<file path="config.mk">
export PLATFORM = sky130hd
export DESIGN_NAME = msi_vector_run_allocator_flat
export DESIGN_NICKNAME = d
export VERILOG_FILES = /design/src/hw/rtl/mvra_pkg.sv /design/src/hw/rtl/mvra_if.sv /design/src/hw/rtl/mvra_front.sv /design/src/hw/rtl/mvra_cmd_fifo.sv /design/src/hw/rtl/mvra_back.sv /design/src/hw/rtl/msi_vector_run_allocator.sv /design/src/flat_wrapper.sv
export SDC_FILE = /design/constraint.sdc
export NUM_CORES = 1
export LEC_CHECK = 0
export ABC_AREA = 1
export BUFFER_PORTS_ARGS = -buffer_cell sky130_fd_sc_hd__buf_2
export CORE_MARGIN = 8
export CORE_UTILIZATION = 45
export DETAILED_ROUTE_END_ITERATION = 7
export SLEW_MARGIN = 20
export SYNTH_ARGS = -nofsm -noshare
export SYNTH_HDL_FRONTEND = slang
export SYNTH_SLANG_ARGS = --single-unit
export TNS_END_PERCENT = 50
</file>
<file path="constraint.sdc">
create_clock -name clk -period 3.12 [get_ports clk]
set_input_delay 0.624 -clock clk [delete_from_list [all_inputs] [get_ports clk]]
set_output_delay 0.624 -clock clk [all_outputs]
set_load 0.02 [all_outputs]
</file>
<file path="src/hw/rtl/mvra_pkg.sv">
// Shared types, codes and mask helper for the message vector run allocator.
package mvra_pkg;

  // Width of the widest vector map and of a run mask
  localparam int MAP_W = 64;

  // Action field codes
  localparam logic ACT_OBTAIN  = 1'b0;
  localparam logic ACT_RELEASE = 1'b1;

  // Register select, taken from the word address bit
  localparam logic REG_VECTOR_COUNT = 1'b0;
  localparam logic REG_BASE_INTID   = 1'b1;

  // Command kinds passed from the front end to the back end
  localparam logic [1:0] CMD_RELEASE = 2'd0;
  localparam logic [1:0] CMD_FAIL    = 2'd1;
  localparam logic [1:0] CMD_ZERO    = 2'd2;
  localparam logic [1:0] CMD_OBTAIN  = 2'd3;

  typedef struct packed {
    logic [1:0] kind;
    logic [6:0] want;
    logic [6:0] avail;
    logic [5:0] rel_start;
    logic [6:0] rel_count;
  } cmd_t;

  // Run of count ones starting at start; counts of 64 or more fill to the top
  function automatic logic [MAP_W-1:0] run_mask(input logic [5:0] start,
                                                input logic [6:0] count);
    logic [MAP_W-1:0] bits;
    if (count >= 7'(MAP_W)) begin
      bits = '1;
    end else begin
      bits = (MAP_W'(1) << count) - MAP_W'(1);
    end
    return bits << start;
  endfunction

endpackage

</file>
<file path="src/hw/rtl/mvra_if.sv">
// Request and response channel interfaces of the message vector run allocator.
interface mvra_req_if;
  logic       valid;
  logic       ready;
  logic       action;
  logic [6:0] request_max;
  logic [6:0] request_min;
  logic       single_only;
  logic [5:0] release_start;
  logic [6:0] release_count;

  modport source (output valid, action, request_max, request_min, single_only,
                  release_start, release_count, input ready);
  modport sink   (input valid, action, request_max, request_min, single_only,
                  release_start, release_count, output ready);
endinterface

interface mvra_rsp_if;
  logic        valid;
  logic        ready;
  logic        ok;
  logic [5:0]  first_vector;
  logic [6:0]  granted;
  logic [10:0] interrupt_id;

  modport source (output valid, ok, first_vector, granted, interrupt_id, input ready);
  modport sink   (input valid, ok, first_vector, granted, interrupt_id, output ready);
endinterface

</file>
<file path="src/hw/rtl/mvra_front.sv">
// Front end: accepts requests and classifies them into back-end commands.
module mvra_front import mvra_pkg::*; #(
  parameter int VECTORS = 64
) (
  input  logic [6:0]  vector_count,
  mvra_req_if.sink    req,
  input  logic        full,
  output logic        push,
  output cmd_t        cmd
);

  localparam logic [6:0] VEC_LIMIT = 7'(VECTORS);

  logic [6:0] avail;
  logic [6:0] want_c;

  // Take a request whenever the queue has room
  assign req.ready = !full;
  assign push      = req.valid && !full;

  // Effective vector count and clamped request
  assign avail  = (vector_count > VEC_LIMIT) ? VEC_LIMIT : vector_count;
  assign want_c = (req.request_max > avail) ? avail : req.request_max;

  // Classify
  always_comb begin
    cmd.want      = req.single_only ? 7'd1 : want_c;
    cmd.avail     = avail;
    cmd.rel_start = req.release_start;
    cmd.rel_count = req.release_count;
    if (req.action == ACT_RELEASE) begin
      cmd.kind = CMD_RELEASE;
    end else if (avail == 7'd0 || want_c < req.request_min) begin
      cmd.kind = CMD_FAIL;
    end else if (!req.single_only && want_c == 7'd0) begin
      cmd.kind = CMD_ZERO;
    end else begin
      cmd.kind = CMD_OBTAIN;
    end
  end

endmodule

</file>
<file path="src/hw/rtl/mvra_cmd_fifo.sv">
// Two-entry command queue between the front end and the back end.
module mvra_cmd_fifo import mvra_pkg::*; (
  input  logic clk,
  input  logic rst,
  input  logic push,
  input  cmd_t push_cmd,
  output logic full,
  input  logic pop,
  output cmd_t pop_cmd,
  output logic empty
);

  cmd_t       entries [2];
  logic       wr_ptr;
  logic       rd_ptr;
  logic [1:0] count;

  assign full    = (count == 2'd2);
  assign empty   = (count == 2'd0);
  assign pop_cmd = entries[rd_ptr];

  // Pointers and fill count
  always_ff @(posedge clk) begin
    if (rst) begin
      wr_ptr <= 1'b0;
      rd_ptr <= 1'b0;
      count  <= 2'd0;
    end else begin
      if (push) wr_ptr <= wr_ptr + 1'b1;
      if (pop)  rd_ptr <= rd_ptr + 1'b1;
      if (push && !pop)      count <= count + 2'd1;
      else if (pop && !push) count <= count - 2'd1;
    end
  end

  // Storage
  always_ff @(posedge clk) begin
    if (push) entries[wr_ptr] <= push_cmd;
  end

endmodule

</file>
<file path="src/hw/rtl/mvra_back.sv">
// Back end: holds the used map, runs the first-fit scan and drives responses.
module mvra_back import mvra_pkg::*; #(
  parameter int VECTORS = 64
) (
  input  logic        clk,
  input  logic        rst,
  input  logic [9:0]  base_intid,
  input  logic        empty,
  input  cmd_t        head,
  output logic        pop,
  mvra_rsp_if.source  rsp
);

  localparam int IW = (VECTORS > 1) ? $clog2(VECTORS) : 1;

  localparam logic [1:0] ST_IDLE = 2'd0;
  localparam logic [1:0] ST_SCAN = 2'd1;
  localparam logic [1:0] ST_MARK = 2'd2;

  logic [1:0]         state;
  logic [VECTORS-1:0] used_map;
  logic [6:0]         cur_want;
  logic [6:0]         cur_avail;
  logic [6:0]         pos;
  logic [6:0]         run;
  logic [5:0]         start;

  logic               out_valid;
  logic               out_ok;
  logic [5:0]         out_first;
  logic [6:0]         out_granted;
  logic [10:0]        out_intid;

  logic [MAP_W-1:0]   rel_mask;
  logic [MAP_W-1:0]   grant_mask;
  logic               map_bit;
  logic [6:0]         run_inc;
  logic               out_free;

  assign rsp.valid        = out_valid;
  assign rsp.ok           = out_ok;
  assign rsp.first_vector = out_first;
  assign rsp.granted      = out_granted;
  assign rsp.interrupt_id = out_intid;

  // Next command only when idle and the response slot frees up
  assign out_free = !out_valid || rsp.ready;
  assign pop      = (state == ST_IDLE) && !empty && out_free;

  assign rel_mask   = run_mask(head.rel_start, head.rel_count);
  assign grant_mask = run_mask(start, cur_want);
  assign map_bit    = used_map[pos[IW-1:0]];
  assign run_inc    = run + 7'd1;

  always_ff @(posedge clk) begin
    if (rst) begin
      state     <= ST_IDLE;
      out_valid <= 1'b0;
      used_map  <= '0;
    end else begin
      // A dispatch in the same cycle decides the slot itself
      if (out_valid && rsp.ready && !pop) out_valid <= 1'b0;
      unique case (state)
        // Dispatch a command from the queue
        ST_IDLE: begin
          if (pop) begin
            cur_want  <= head.want;
            cur_avail <= head.avail;
            pos       <= 7'd0;
            run       <= 7'd0;
            unique case (head.kind)
              CMD_RELEASE: begin
                used_map    <= used_map & ~rel_mask[VECTORS-1:0];
                out_valid   <= 1'b1;
                out_ok      <= 1'b1;
                out_first   <= 6'd0;
                out_granted <= 7'd0;
                out_intid   <= 11'd0;
              end
              CMD_FAIL: begin
                out_valid   <= 1'b1;
                out_ok      <= 1'b0;
                out_first   <= 6'd0;
                out_granted <= 7'd0;
                out_intid   <= 11'd0;
              end
              CMD_ZERO: begin
                out_valid   <= 1'b1;
                out_ok      <= 1'b1;
                out_first   <= 6'd0;
                out_granted <= 7'd0;
                out_intid   <= {1'b0, base_intid};
              end
              CMD_OBTAIN: begin
                out_valid <= 1'b0;
                state     <= ST_SCAN;
              end
              default: begin
                out_valid <= 1'b0;
                state     <= ST_IDLE;
              end
            endcase
          end
        end
        // One vector per cycle, tracking the current free run length
        ST_SCAN: begin
          if (pos == cur_avail) begin
            out_valid   <= 1'b1;
            out_ok      <= 1'b0;
            out_first   <= 6'd0;
            out_granted <= 7'd0;
            out_intid   <= 11'd0;
            state       <= ST_IDLE;
          end else if (!map_bit && run_inc == cur_want) begin
            start <= 6'(pos + 7'd1 - cur_want);
            state <= ST_MARK;
          end else begin
            pos <= pos + 7'd1;
            run <= map_bit ? 7'd0 : run_inc;
          end
        end
        // Mark the found run and report it
        ST_MARK: begin
          used_map    <= used_map | grant_mask[VECTORS-1:0];
          out_valid   <= 1'b1;
          out_ok      <= 1'b1;
          out_first   <= start;
          out_granted <= cur_want;
          out_intid   <= {1'b0, base_intid} + {5'd0, start};
          state       <= ST_IDLE;
        end
        default: begin
          state <= ST_IDLE;
        end
      endcase
    end
  end

endmodule

</file>
<file path="src/hw/rtl/msi_vector_run_allocator.sv">
// Top level of the message vector run allocator: registers and front/back wiring.
//
//   port      dir   handshake          moves
//   req       in    valid/ready        obtain or release request
//   rsp       out   valid/ready        one response per request
//   APB       in    psel/penable       vector_count (0x0), base_intid (0x4)
//
// A request enters the command queue in the cycle it is accepted; the back end
// takes it in the next cycle at the earliest. Release, failed and zero-count
// requests are answered straight from the dispatch step; an obtain scans the map
// one vector per cycle, then marks the run that it found or reports a failure.
// Synchronous reset clears the map, the queue and the registers to defaults.
// Requests are taken while the queue has room, even with a response stalled.
module msi_vector_run_allocator import mvra_pkg::*; #(
  parameter int VECTORS = 64
) (
  input  logic        clk,
  input  logic        rst,
  mvra_req_if.sink    req,
  mvra_rsp_if.source  rsp,
  input  logic        psel,
  input  logic        penable,
  input  logic        pwrite,
  input  logic [2:0]  paddr,
  input  logic [31:0] pwdata,
  output logic [31:0] prdata,
  output logic        pready
);

  logic [6:0] vector_count;
  logic [9:0] base_intid;
  logic       cfg_write;

  logic       full;
  logic       push;
  cmd_t       push_cmd;
  logic       empty;
  logic       pop;
  cmd_t       head;

  // Configuration registers
  assign pready    = 1'b1;
  assign cfg_write = psel && penable && pwrite;

  always_ff @(posedge clk) begin
    if (rst) begin
      vector_count <= 7'd64;
      base_intid   <= 10'd0;
    end else if (cfg_write) begin
      unique case (paddr[2])
        REG_VECTOR_COUNT: vector_count <= pwdata[6:0];
        REG_BASE_INTID:   base_intid   <= pwdata[9:0];
        default:          ;
      endcase
    end
  end

  always_comb begin
    unique case (paddr[2])
      REG_VECTOR_COUNT: prdata = {25'd0, vector_count};
      REG_BASE_INTID:   prdata = {22'd0, base_intid};
      default:          prdata = 32'd0;
    endcase
  end

  mvra_front #(.VECTORS(VECTORS)) u_front (
    .vector_count (vector_count),
    .req          (req),
    .full         (full),
    .push         (push),
    .cmd          (push_cmd)
  );

  mvra_cmd_fifo u_fifo (
    .clk      (clk),
    .rst      (rst),
    .push     (push),
    .push_cmd (push_cmd),
    .full     (full),
    .pop      (pop),
    .pop_cmd  (head),
    .empty    (empty)
  );

  mvra_back #(.VECTORS(VECTORS)) u_back (
    .clk        (clk),
    .rst        (rst),
    .base_intid (base_intid),
    .empty      (empty),
    .head       (head),
    .pop        (pop),
    .rsp        (rsp)
  );

endmodule
</file>
<file path="src/flat_wrapper.sv">
// flat-port wrapper written by rule: the top's interface ports become plain ports
module msi_vector_run_allocator_flat import mvra_pkg::*;
#(
  parameter int VECTORS = 64
)
  (clk, rst, psel, penable, pwrite, paddr, pwdata, prdata, pready, req_valid, req_action, req_request_max, req_request_min, req_single_only, req_release_start, req_release_count, req_ready, rsp_valid, rsp_ok, rsp_first_vector, rsp_granted, rsp_interrupt_id, rsp_ready);
  mvra_req_if req_i ();
  mvra_rsp_if rsp_i ();
  input  logic clk;
  input  logic rst;
  input  logic psel;
  input  logic penable;
  input  logic pwrite;
  input  logic [2:0] paddr;
  input  logic [31:0] pwdata;
  output logic [31:0] prdata;
  output logic pready;
  input wire logic [$bits(req_i.valid)-1:0] req_valid;
  input wire logic [$bits(req_i.action)-1:0] req_action;
  input wire logic [$bits(req_i.request_max)-1:0] req_request_max;
  input wire logic [$bits(req_i.request_min)-1:0] req_request_min;
  input wire logic [$bits(req_i.single_only)-1:0] req_single_only;
  input wire logic [$bits(req_i.release_start)-1:0] req_release_start;
  input wire logic [$bits(req_i.release_count)-1:0] req_release_count;
  output wire logic [$bits(req_i.ready)-1:0] req_ready;
  output wire logic [$bits(rsp_i.valid)-1:0] rsp_valid;
  output wire logic [$bits(rsp_i.ok)-1:0] rsp_ok;
  output wire logic [$bits(rsp_i.first_vector)-1:0] rsp_first_vector;
  output wire logic [$bits(rsp_i.granted)-1:0] rsp_granted;
  output wire logic [$bits(rsp_i.interrupt_id)-1:0] rsp_interrupt_id;
  input wire logic [$bits(rsp_i.ready)-1:0] rsp_ready;
  assign req_i.valid = req_valid;
  assign req_i.action = req_action;
  assign req_i.request_max = req_request_max;
  assign req_i.request_min = req_request_min;
  assign req_i.single_only = req_single_only;
  assign req_i.release_start = req_release_start;
  assign req_i.release_count = req_release_count;
  assign req_ready = req_i.ready;
  assign rsp_valid = rsp_i.valid;
  assign rsp_ok = rsp_i.ok;
  assign rsp_first_vector = rsp_i.first_vector;
  assign rsp_granted = rsp_i.granted;
  assign rsp_interrupt_id = rsp_i.interrupt_id;
  assign rsp_i.ready = rsp_ready;
  msi_vector_run_allocator #(.VECTORS(VECTORS)) u_core (.clk(clk), .rst(rst), .req(req_i), .rsp(rsp_i), .psel(psel), .penable(penable), .pwrite(pwrite), .paddr(paddr), .pwdata(pwdata), .prdata(prdata), .pready(pready));
endmodule
</file>
==> impl_results.md, run 1 <==
* End-of-flow core utilization at 0.6164
* Core Region at 50170 um2
* FF-to-FF setup slack at -0.25 ns
* Flip-flop and latch area at 5301 um2
* Hold buffers post-CTS at 0
* Number of flops mapped to enable cells by yosys at approximately 120
* Area growth syn-to-layout at 35.17%
* Setup TNS at -6.678 ns
* Fin. max-slew vios at 0
* Worst setup SP type: flip-flop
* Synth area leaders: nand3_1 21%, nand2_1 18%, edfxtp_1 15%
* Routed wire length at 97.54 mm
* Failing checks: setup timing
* Final worst setup slack at -0.2530 ns
* Reg-to-reg critical path endpoint: u_core.u_back.used_map[62]
* Drt drc at 0
* Yosys top cell by area: nand3_1
* H-tree depth at 1
* Critical Setup Path Class: reg2reg
* First-pass GRT wire length at 147.7 mm
* Worst path bufs/invs at 5
* Period minus WS final at 3.373 ns
* Asr flop ratio synth at 0
* Synth Instances at 3983
* CTS Buffer Depth at 3
* Vias/cell at 5.739
* Outcome: complete, but fails checks
* Post-DP HPWL at between 70 and 80 mm
* Share of the synthesized area in the top cell type at 0.2083
* CP cell instances: clkbuf_16, o21ai_4, nor2_8, buf_12, nand4_1, nand2_2, nor2_2, buf_4, nand2_1, nor2_4, buf_4, nand2_1, buf_4, nor2_1, nand2_1, nand3_1, nand3_1, nand3_1, o21ai_1, o21ai_1, nand2_1, nand3_1, a21oi_1
* Max incr delay on CP at 0.38 ns
* Post-synthesis cell area at 22880 um2
* RePlAce Congestion at between 1 and 1.5
* Die area at 58310 um2
* TritonCTS Buffers at 25
* Total GRT Usage at 0.3186
* P_leak at 15.83 nW
* Slowest-stage cell, CP: dfxtp_4
* # nets final at roughly 4600
* Detail Route Antenna Nets at 0
* Ant diodes at 0
* Setup Viol. Count Final at 54
* CP Data Required Time at 3.56 ns
* Hold slack at 0.2560 ns
* Port bufs at 83
* Yosys warnings at 0
* Tightest Pin Transition at 1.008 ns
* Largest delay contributor family on the critical path: simple AND/OR/NAND/NOR gates
* Ports at about 130
* 1st-iter DRT viols at approximately 3700
* Worst-path fanout max at 12
* Vias in the first global route at 26300
* Max-cap violations at 0
* Synth Flop Type: edfxtp_1
* GR Overflow Total at 0
* Non-filler cells, final at 5166
* Die Span Y at 241.5 um
* Worst R2R Path Depth at 23
* RSZ-0062 raised after global routing: true
* Layout cell share with drive strength beyond 1 at 0.2806
* Reg clk slew, reported paths at 0.06 ns
* Top cells by count, synth: 1123 x nand2_1, 952 x nand3_1, 406 x nor2_1
* Die Span X at 241.5 um
* CP arrival at 3.81 ns
* Worst-skew pair later-pin latency at 0.56 ns
* Hold Crit Depth at 1
* Num rows at 82
* Root buffer cell: clkbuf_16
* Rel. slew slack at 0.3275
* Final hold vios at 0
* HP Start: req_release_count[3]
* Starting Density at 0.4560
* WHS Endpoint: u_core.u_fifo.entries[1][3]
* Initial antenna violation count at 0
* Multi-input logic area at 17300 um2
* Num Clock Sinks at 206
* Pwr/cell area at 851.2 nW/um2
* Pin count of the biggest net entering global routing at slightly above 70
* Worst Setup End Kind: flip-flop
* Fill count at 4976
* Avg Inst Size Synth at 5.744 um2
* Pre-antenna DRT Iters at 8
* Routed WL per cell at 18.88 um
* CTS tree: built
* Cell count after placement at between 5000 and 6000
* Synth unique cells at 59
* Yosys reg bits at 206
* Final worst path period share at 1.081
* Peak VDD IR at 0.5899 mV
* Sequential fraction of the synthesis area at 0.2314
* Max Fclk at 296.5 MHz
* Via count at just under 30000
* Count leader, synth: nand2_1
* Layout Skew at 0.009923 ns
* HP Class: in2reg
state kept, by name, indices dropped and copies added, names as in the netlist, 6 cells and up, named ones only:
register / cells
u_core.base_intid: 10
u_core.u_back.cur_avail: 7
u_core.u_back.cur_want: 7
u_core.u_back.pos: 7
u_core.u_back.rsp.first_vector: 6
u_core.u_back.rsp.granted: 7
u_core.u_back.rsp.interrupt_id: 11
u_core.u_back.run: 7
u_core.u_back.start: 6
u_core.u_back.used_map: 64
u_core.u_fifo.entries: 58
u_core.vector_count: 7
what timing repair did:
action	4_1_cts	5_1_grt
setup endpoints to repair	64	88
gates cloned	0	2
resized for setup	297	229
setup buffers	25	19
pin swaps	70	103
worst max-delay path by stage:
stage,endpoint,slack [ns],depth (start not counted)
2_1_floorplan,u_core.u_fifo.entries[0][27],-0.16,23
3_3_place_gp,u_core.u_back.used_map[62],-0.43,24
3_5_place_dp,u_core.u_fifo.entries[0][27],-0.46,22
4_1_cts,u_core.u_fifo.entries[1][27],-0.25,22
5_1_grt,u_core.u_back.used_map[42],-0.46,23
6_report,u_core.u_back.used_map[62],-0.25,23
kinds of logic after synthesis:
kind of cell / count (synthesis) / synth area share
xor gates and xnor gates: 26 / 0.009954
muxes: 3 / 0.001313
AOI/OAI and AO/OA: 420 / 0.1035
and+or+nand+nor: 2732 / 0.5333
buffers and inverters: 559 / 0.1004
DFF: 206 / 0.2314
other: 2 / 0.0003283
adders and majority gates: 35 / 0.01980
per-stage QoR:
stage | area, um2 | setup WS, ns | total power [W]
2_1_floorplan | 22970 | -0.1639 | 0.01439
3_3_place_gp | 27740 | -0.4269 | 0.02104
3_5_place_dp | 27740 | -0.4588 | 0.02115
4_1_cts | 29830 | -0.2493 | 0.02496
5_1_grt | 30920 | -0.4618 | 0.02815
6_report | 30920 | -0.2530 | 0.02632
report_power, final:
part	switching (W)	internal, W	total (W)
registers	0.000258	0.00347	0.00373
logic	0.0126	0.00697	0.0196
clock network	0.00124	0.00177	0.00301
total	0.0141	0.0122	0.0263
worst reg2reg max path, delay by kind of cell (launching register included):
family | cells | cell delay [ns]
buf+inv | 5 | 0.76
compound gates | 4 | 0.48
simple gates | 14 | 1.63
flops | 1 | 0.38
placed cells by master, fill, tap and decap left out, drive strengths merged, types with 3 or more instances in the layout:
cell    synthesis  routed
o211ai         25      25
a221oi          5       5
and2            7       7
o21bai          3       3
a21oi         130     130
or2             6       6
nand3b          7       7
xnor2           9       9
nor3           43      43
nand2        1136    1136
a211oi          8       8
clkbuf        112      32
o21ai         198     198
nor2          445     445
buf           138     692
edfxtp        117     117
xor2           17      17
o21a            3       3
clkinv          9      20
nand3         954     954
and3            4       4
conb            2      23
o221ai          3       3
nand4         123     123
o211a           3       3
nor4            5       5
dfxtp          89      89
mux2i           3       3
o221a           3       3
ha             33      33
inv           300     302
o22ai          17      17
a31oi          12      12
cell type report:
| class | instances | share of cell area |
|---|---|---|
| Multi-Input combinational cell | 3239 | 0.5594 |
| Timing Repair Buffer | 694 | 0.1763 |
| Sequential cell | 206 | 0.1714 |
| Clock buffer | 30 | 0.02250 |
| Inverter | 309 | 0.03819 |
| Clock inverter | 16 | 0.005017 |
| Tap cell | 672 | 0.02719 |
metal layers:
metal | vias to the layer above | wire, um | GRT usage | share of wire
li1 | 14410 | - | - | -
met1 | 13570 | 42990 | 0.4636 | 0.44
met2 | 1446 | 41960 | 0.4706 | 0.43
met3 | 229 | 9513 | 0.06392 | 0.098
met4 | 0 | 3069 | 0.09063 | 0.031
met5 | - | 0 | 0 | 0
No activity file was read; power rests on OpenSTA's default activity.
==> run 2: changes to the inputs <==
--- a/config.mk
+++ b/config.mk
@@ -5,7 +5,6 @@
 export SDC_FILE = /design/constraint.sdc
 export NUM_CORES = 1
 export LEC_CHECK = 0
-export ABC_AREA = 1
 export BUFFER_PORTS_ARGS = -buffer_cell sky130_fd_sc_hd__buf_2
 export CORE_MARGIN = 8
 export CORE_UTILIZATION = 45
==> impl_results.md, run 2 <==
* Routed wire length at 119.2 mm
* Pre-antenna DRT Iters at 8
* P_leak at 13.79 nW
* CTS Buffer Depth at 3
* Asr flop ratio synth at 0
* Reg-to-reg critical path startpoint: u_core.u_back.cur_want[6]
* Num Clock Sinks at 206
* # nets final at 3798
* Post-DP HPWL at 92.42 mm
* TritonCTS Buffers at 24
* Setup Viol. Count Final at a little under 90
* Commonest non-fill, non-tap cells in the layout: 896 x buf_4, 266 x nand2_1, 229 x nor2_1
* Routed WL per cell at 27.19 um
* Largest reg by FF count: u_core.u_back.used_map
* Peak VDD IR at 0.7079 mV
* Layout Skew at 0.03343 ns
* Commonest non-fill, non-tap cell in the layout: buf_4
* Max Fclk at 251.6 MHz
* Starting Density at 0.4516
* Layout cell share with drive strength beyond 1 at 0.4507
* Detail Route Antenna Nets at 0
* Outcome: complete, but fails checks
* Tightest Pin Transition at 0.7853 ns
* Synth area leaders: edfxtp_1 16%, dfxtp_1 7.9%, nand2_1 4.7%
* Max reg flops at 64
* Num rows at 82
* Die Span Y at 239.2 um
* Vias/cell at just under 7
* Final worst setup slack at -0.8538 ns
* First-pass GRT wire length at 174.2 mm
* Fill count at just under 4000
* Yosys reg bits at ~210
* Die Span X at 239.2 um
* Worst Setup End Kind: flip-flop
* Die area at 57230 um2
* Drt drc at 21
* Synth Flop Type: edfxtp_1
* Avg Inst Size Synth at 7.876 um2
* Synth unique cells at between 100 and 150
* H-tree depth at 1
* Pwr/cell area at 809.5 nW/um2
* CP arrival at about 4.4 ns
* Synth Instances at 2847
* HP Class: in2reg
* Count leader, synth: nand2_1
* CP Data Required Time at approximately 3.6 ns
* Cell count after placement at 4275
* RSZ-0062 raised after global routing: true
* Root buffer cell: clkbuf_16
* Post-synthesis cell area at 22420 um2
* CTS tree: built
* Yosys top cell by area: edfxtp_1
* Reg-to-reg critical path endpoint: u_core.u_back.used_map[55]
* Worst-path fanout max at 5
* Total GRT Usage at 0.3919
* Rel. slew slack at 0.4745
* RePlAce Congestion at between 1 and 1.5
* Initial antenna violation count at 3
* Number of flops mapped to enable cells by yosys at 117
* Non-filler cells, final at 4383
* Pin count of the biggest net entering global routing at 75
* Yosys warnings at 0
* Worst setup SP type: flip-flop
* 1st-iter DRT viols at 4460
* CP Capture Point: u_core.u_back.used_map[55]
* Start point of the critical path: u_core.u_back.cur_want[6]
* Area growth syn-to-layout at 53.09%
* Vias in the first global route at 27790
* Critical Setup Path Class: reg2reg
* Share of the synthesized area in the top cell type at 0.1567
* Worst R2R Path Depth at 14
* Worst-skew pair later-pin latency at 0.57 ns
* GR Overflow Total at 0
* Ports at 131
* Sequential fraction of the synthesis area at 0.2361
* Period minus WS final at 3.974 ns
* Final worst path period share at 1.274
* Final hold vios at 0
* Via count at 29590
* Power, Total at 0.02779 W
* Core Region at just under 50000 um2
* Post-Place Worst Slack at -1.283 ns
* FF-to-FF setup slack at -0.85 ns
* Port bufs at 83
* Top cells by count, synth: 281 x nand2_1, 254 x nor2_1, 188 x a21oi_1
* Failing checks: DRC, setup timing
* Fin. max-slew vios at 0
* Reg clk slew, reported paths at 0.06 ns
* Max-cap violations at 0
run 2: what timing repair did:
item,in CTS,in global routing
hold buffers,0,0
endpoints found under the setup margin,88,89
gates cloned,2,0
pin swaps,124,129
resized for setup,365,211
setup buffers,43,28
run 2: power by group:
| group | switching [W] | total [W] | internal [W] |
|---|---|---|---|
| registers | 0.000234 | 0.00360 | 0.00337 |
| logic | 0.0119 | 0.0210 | 0.00914 |
| clock network | 0.00124 | 0.00318 | 0.00193 |
| total | 0.0133 | 0.0278 | 0.0144 |
run 2: worst min-delay path by stage:
stage / from / end / slack [ns] / cells after the start
global placement: u_core.u_back.used_map[9] / u_core.u_back.used_map[9] / 0.46 / 2
floorplan: u_core.u_back.used_map[37] / u_core.u_back.used_map[37] / 0.42 / 2
global route: req_release_count[6] / u_core.u_fifo.entries[0][6] / 0.23 / 1
CTS: req_release_count[5] / u_core.u_fifo.entries[0][5] / 0.23 / 1
detailed placement: u_core.u_back.used_map[9] / u_core.u_back.used_map[9] / 0.47 / 2
finish: req_release_count[5] / u_core.u_fifo.entries[0][5] / 0.24 / 1
run 2: area by class of cell:
type                    count  area, um2  share of cell area
multi-input cells        2338      18600              0.5417
repair buffers           1075       8497              0.2475
flip-flops and latches    206       5300              0.1544
well taps                 672      840.8             0.02449
clock buffers              31      698.2             0.02034
clock inverters            13      207.7            0.006050
inverters                  47      185.2            0.005394
diodes                      1      2.502          0.00007290
run 2: through the flow:
step           setup TNS (ns)  hold WS, ns    util  instance area, um2
2_1_floorplan          -55.61       0.4223       -               22820
4_1_cts                -44.25       0.2271  0.6662               33080
3_3_place_gp           -64.78       0.4647  0.6060               30090
3_5_place_dp           -65.98       0.4726  0.6060               30090
6_report               -48.11       0.2436  0.6913               34330
5_1_grt                -58.41       0.2306  0.6913               34330
run 2: critical path, stage by stage (launching register included):
cell and delay [ns]:
edfxtp_1 0.45, nor4_4 0.42, nand3_2 0.14, ha_4 0.21, and4b_1 0.22, a32o_1 0.24
a32o_2 0.32, a2111oi_4 0.27, buf_4 0.15, a211oi_1 0.04, a311o_1 0.38, o21ai_2 0.30
a21oi_4 0.12, a221o_1 0.35, nor4_1 0.25
run 2: cell families after synthesis:
family | after synthesis | share of synthesized area
other | 2 | 0.0003349
multiplexers | 199 | 0.1114
buffers and inverters | 324 | 0.06489
adder cells (fa/ha/maj) | 35 | 0.02020
XOR/XNOR | 43 | 0.01679
flip-flops | 206 | 0.2361
AND/OR/NAND/NOR | 1010 | 0.2251
AO/OA/AOI/OAI | 1028 | 0.3251
run 2: routing by layer:
metal,up-vias,track usage,wire length [um]
met2,2146,0.5705,50220
met3,413,0.1061,15100
met5,-,0.009516,74
met4,4,0.1456,5494
li1,12740,-,-
met1,14290,0.5473,48290
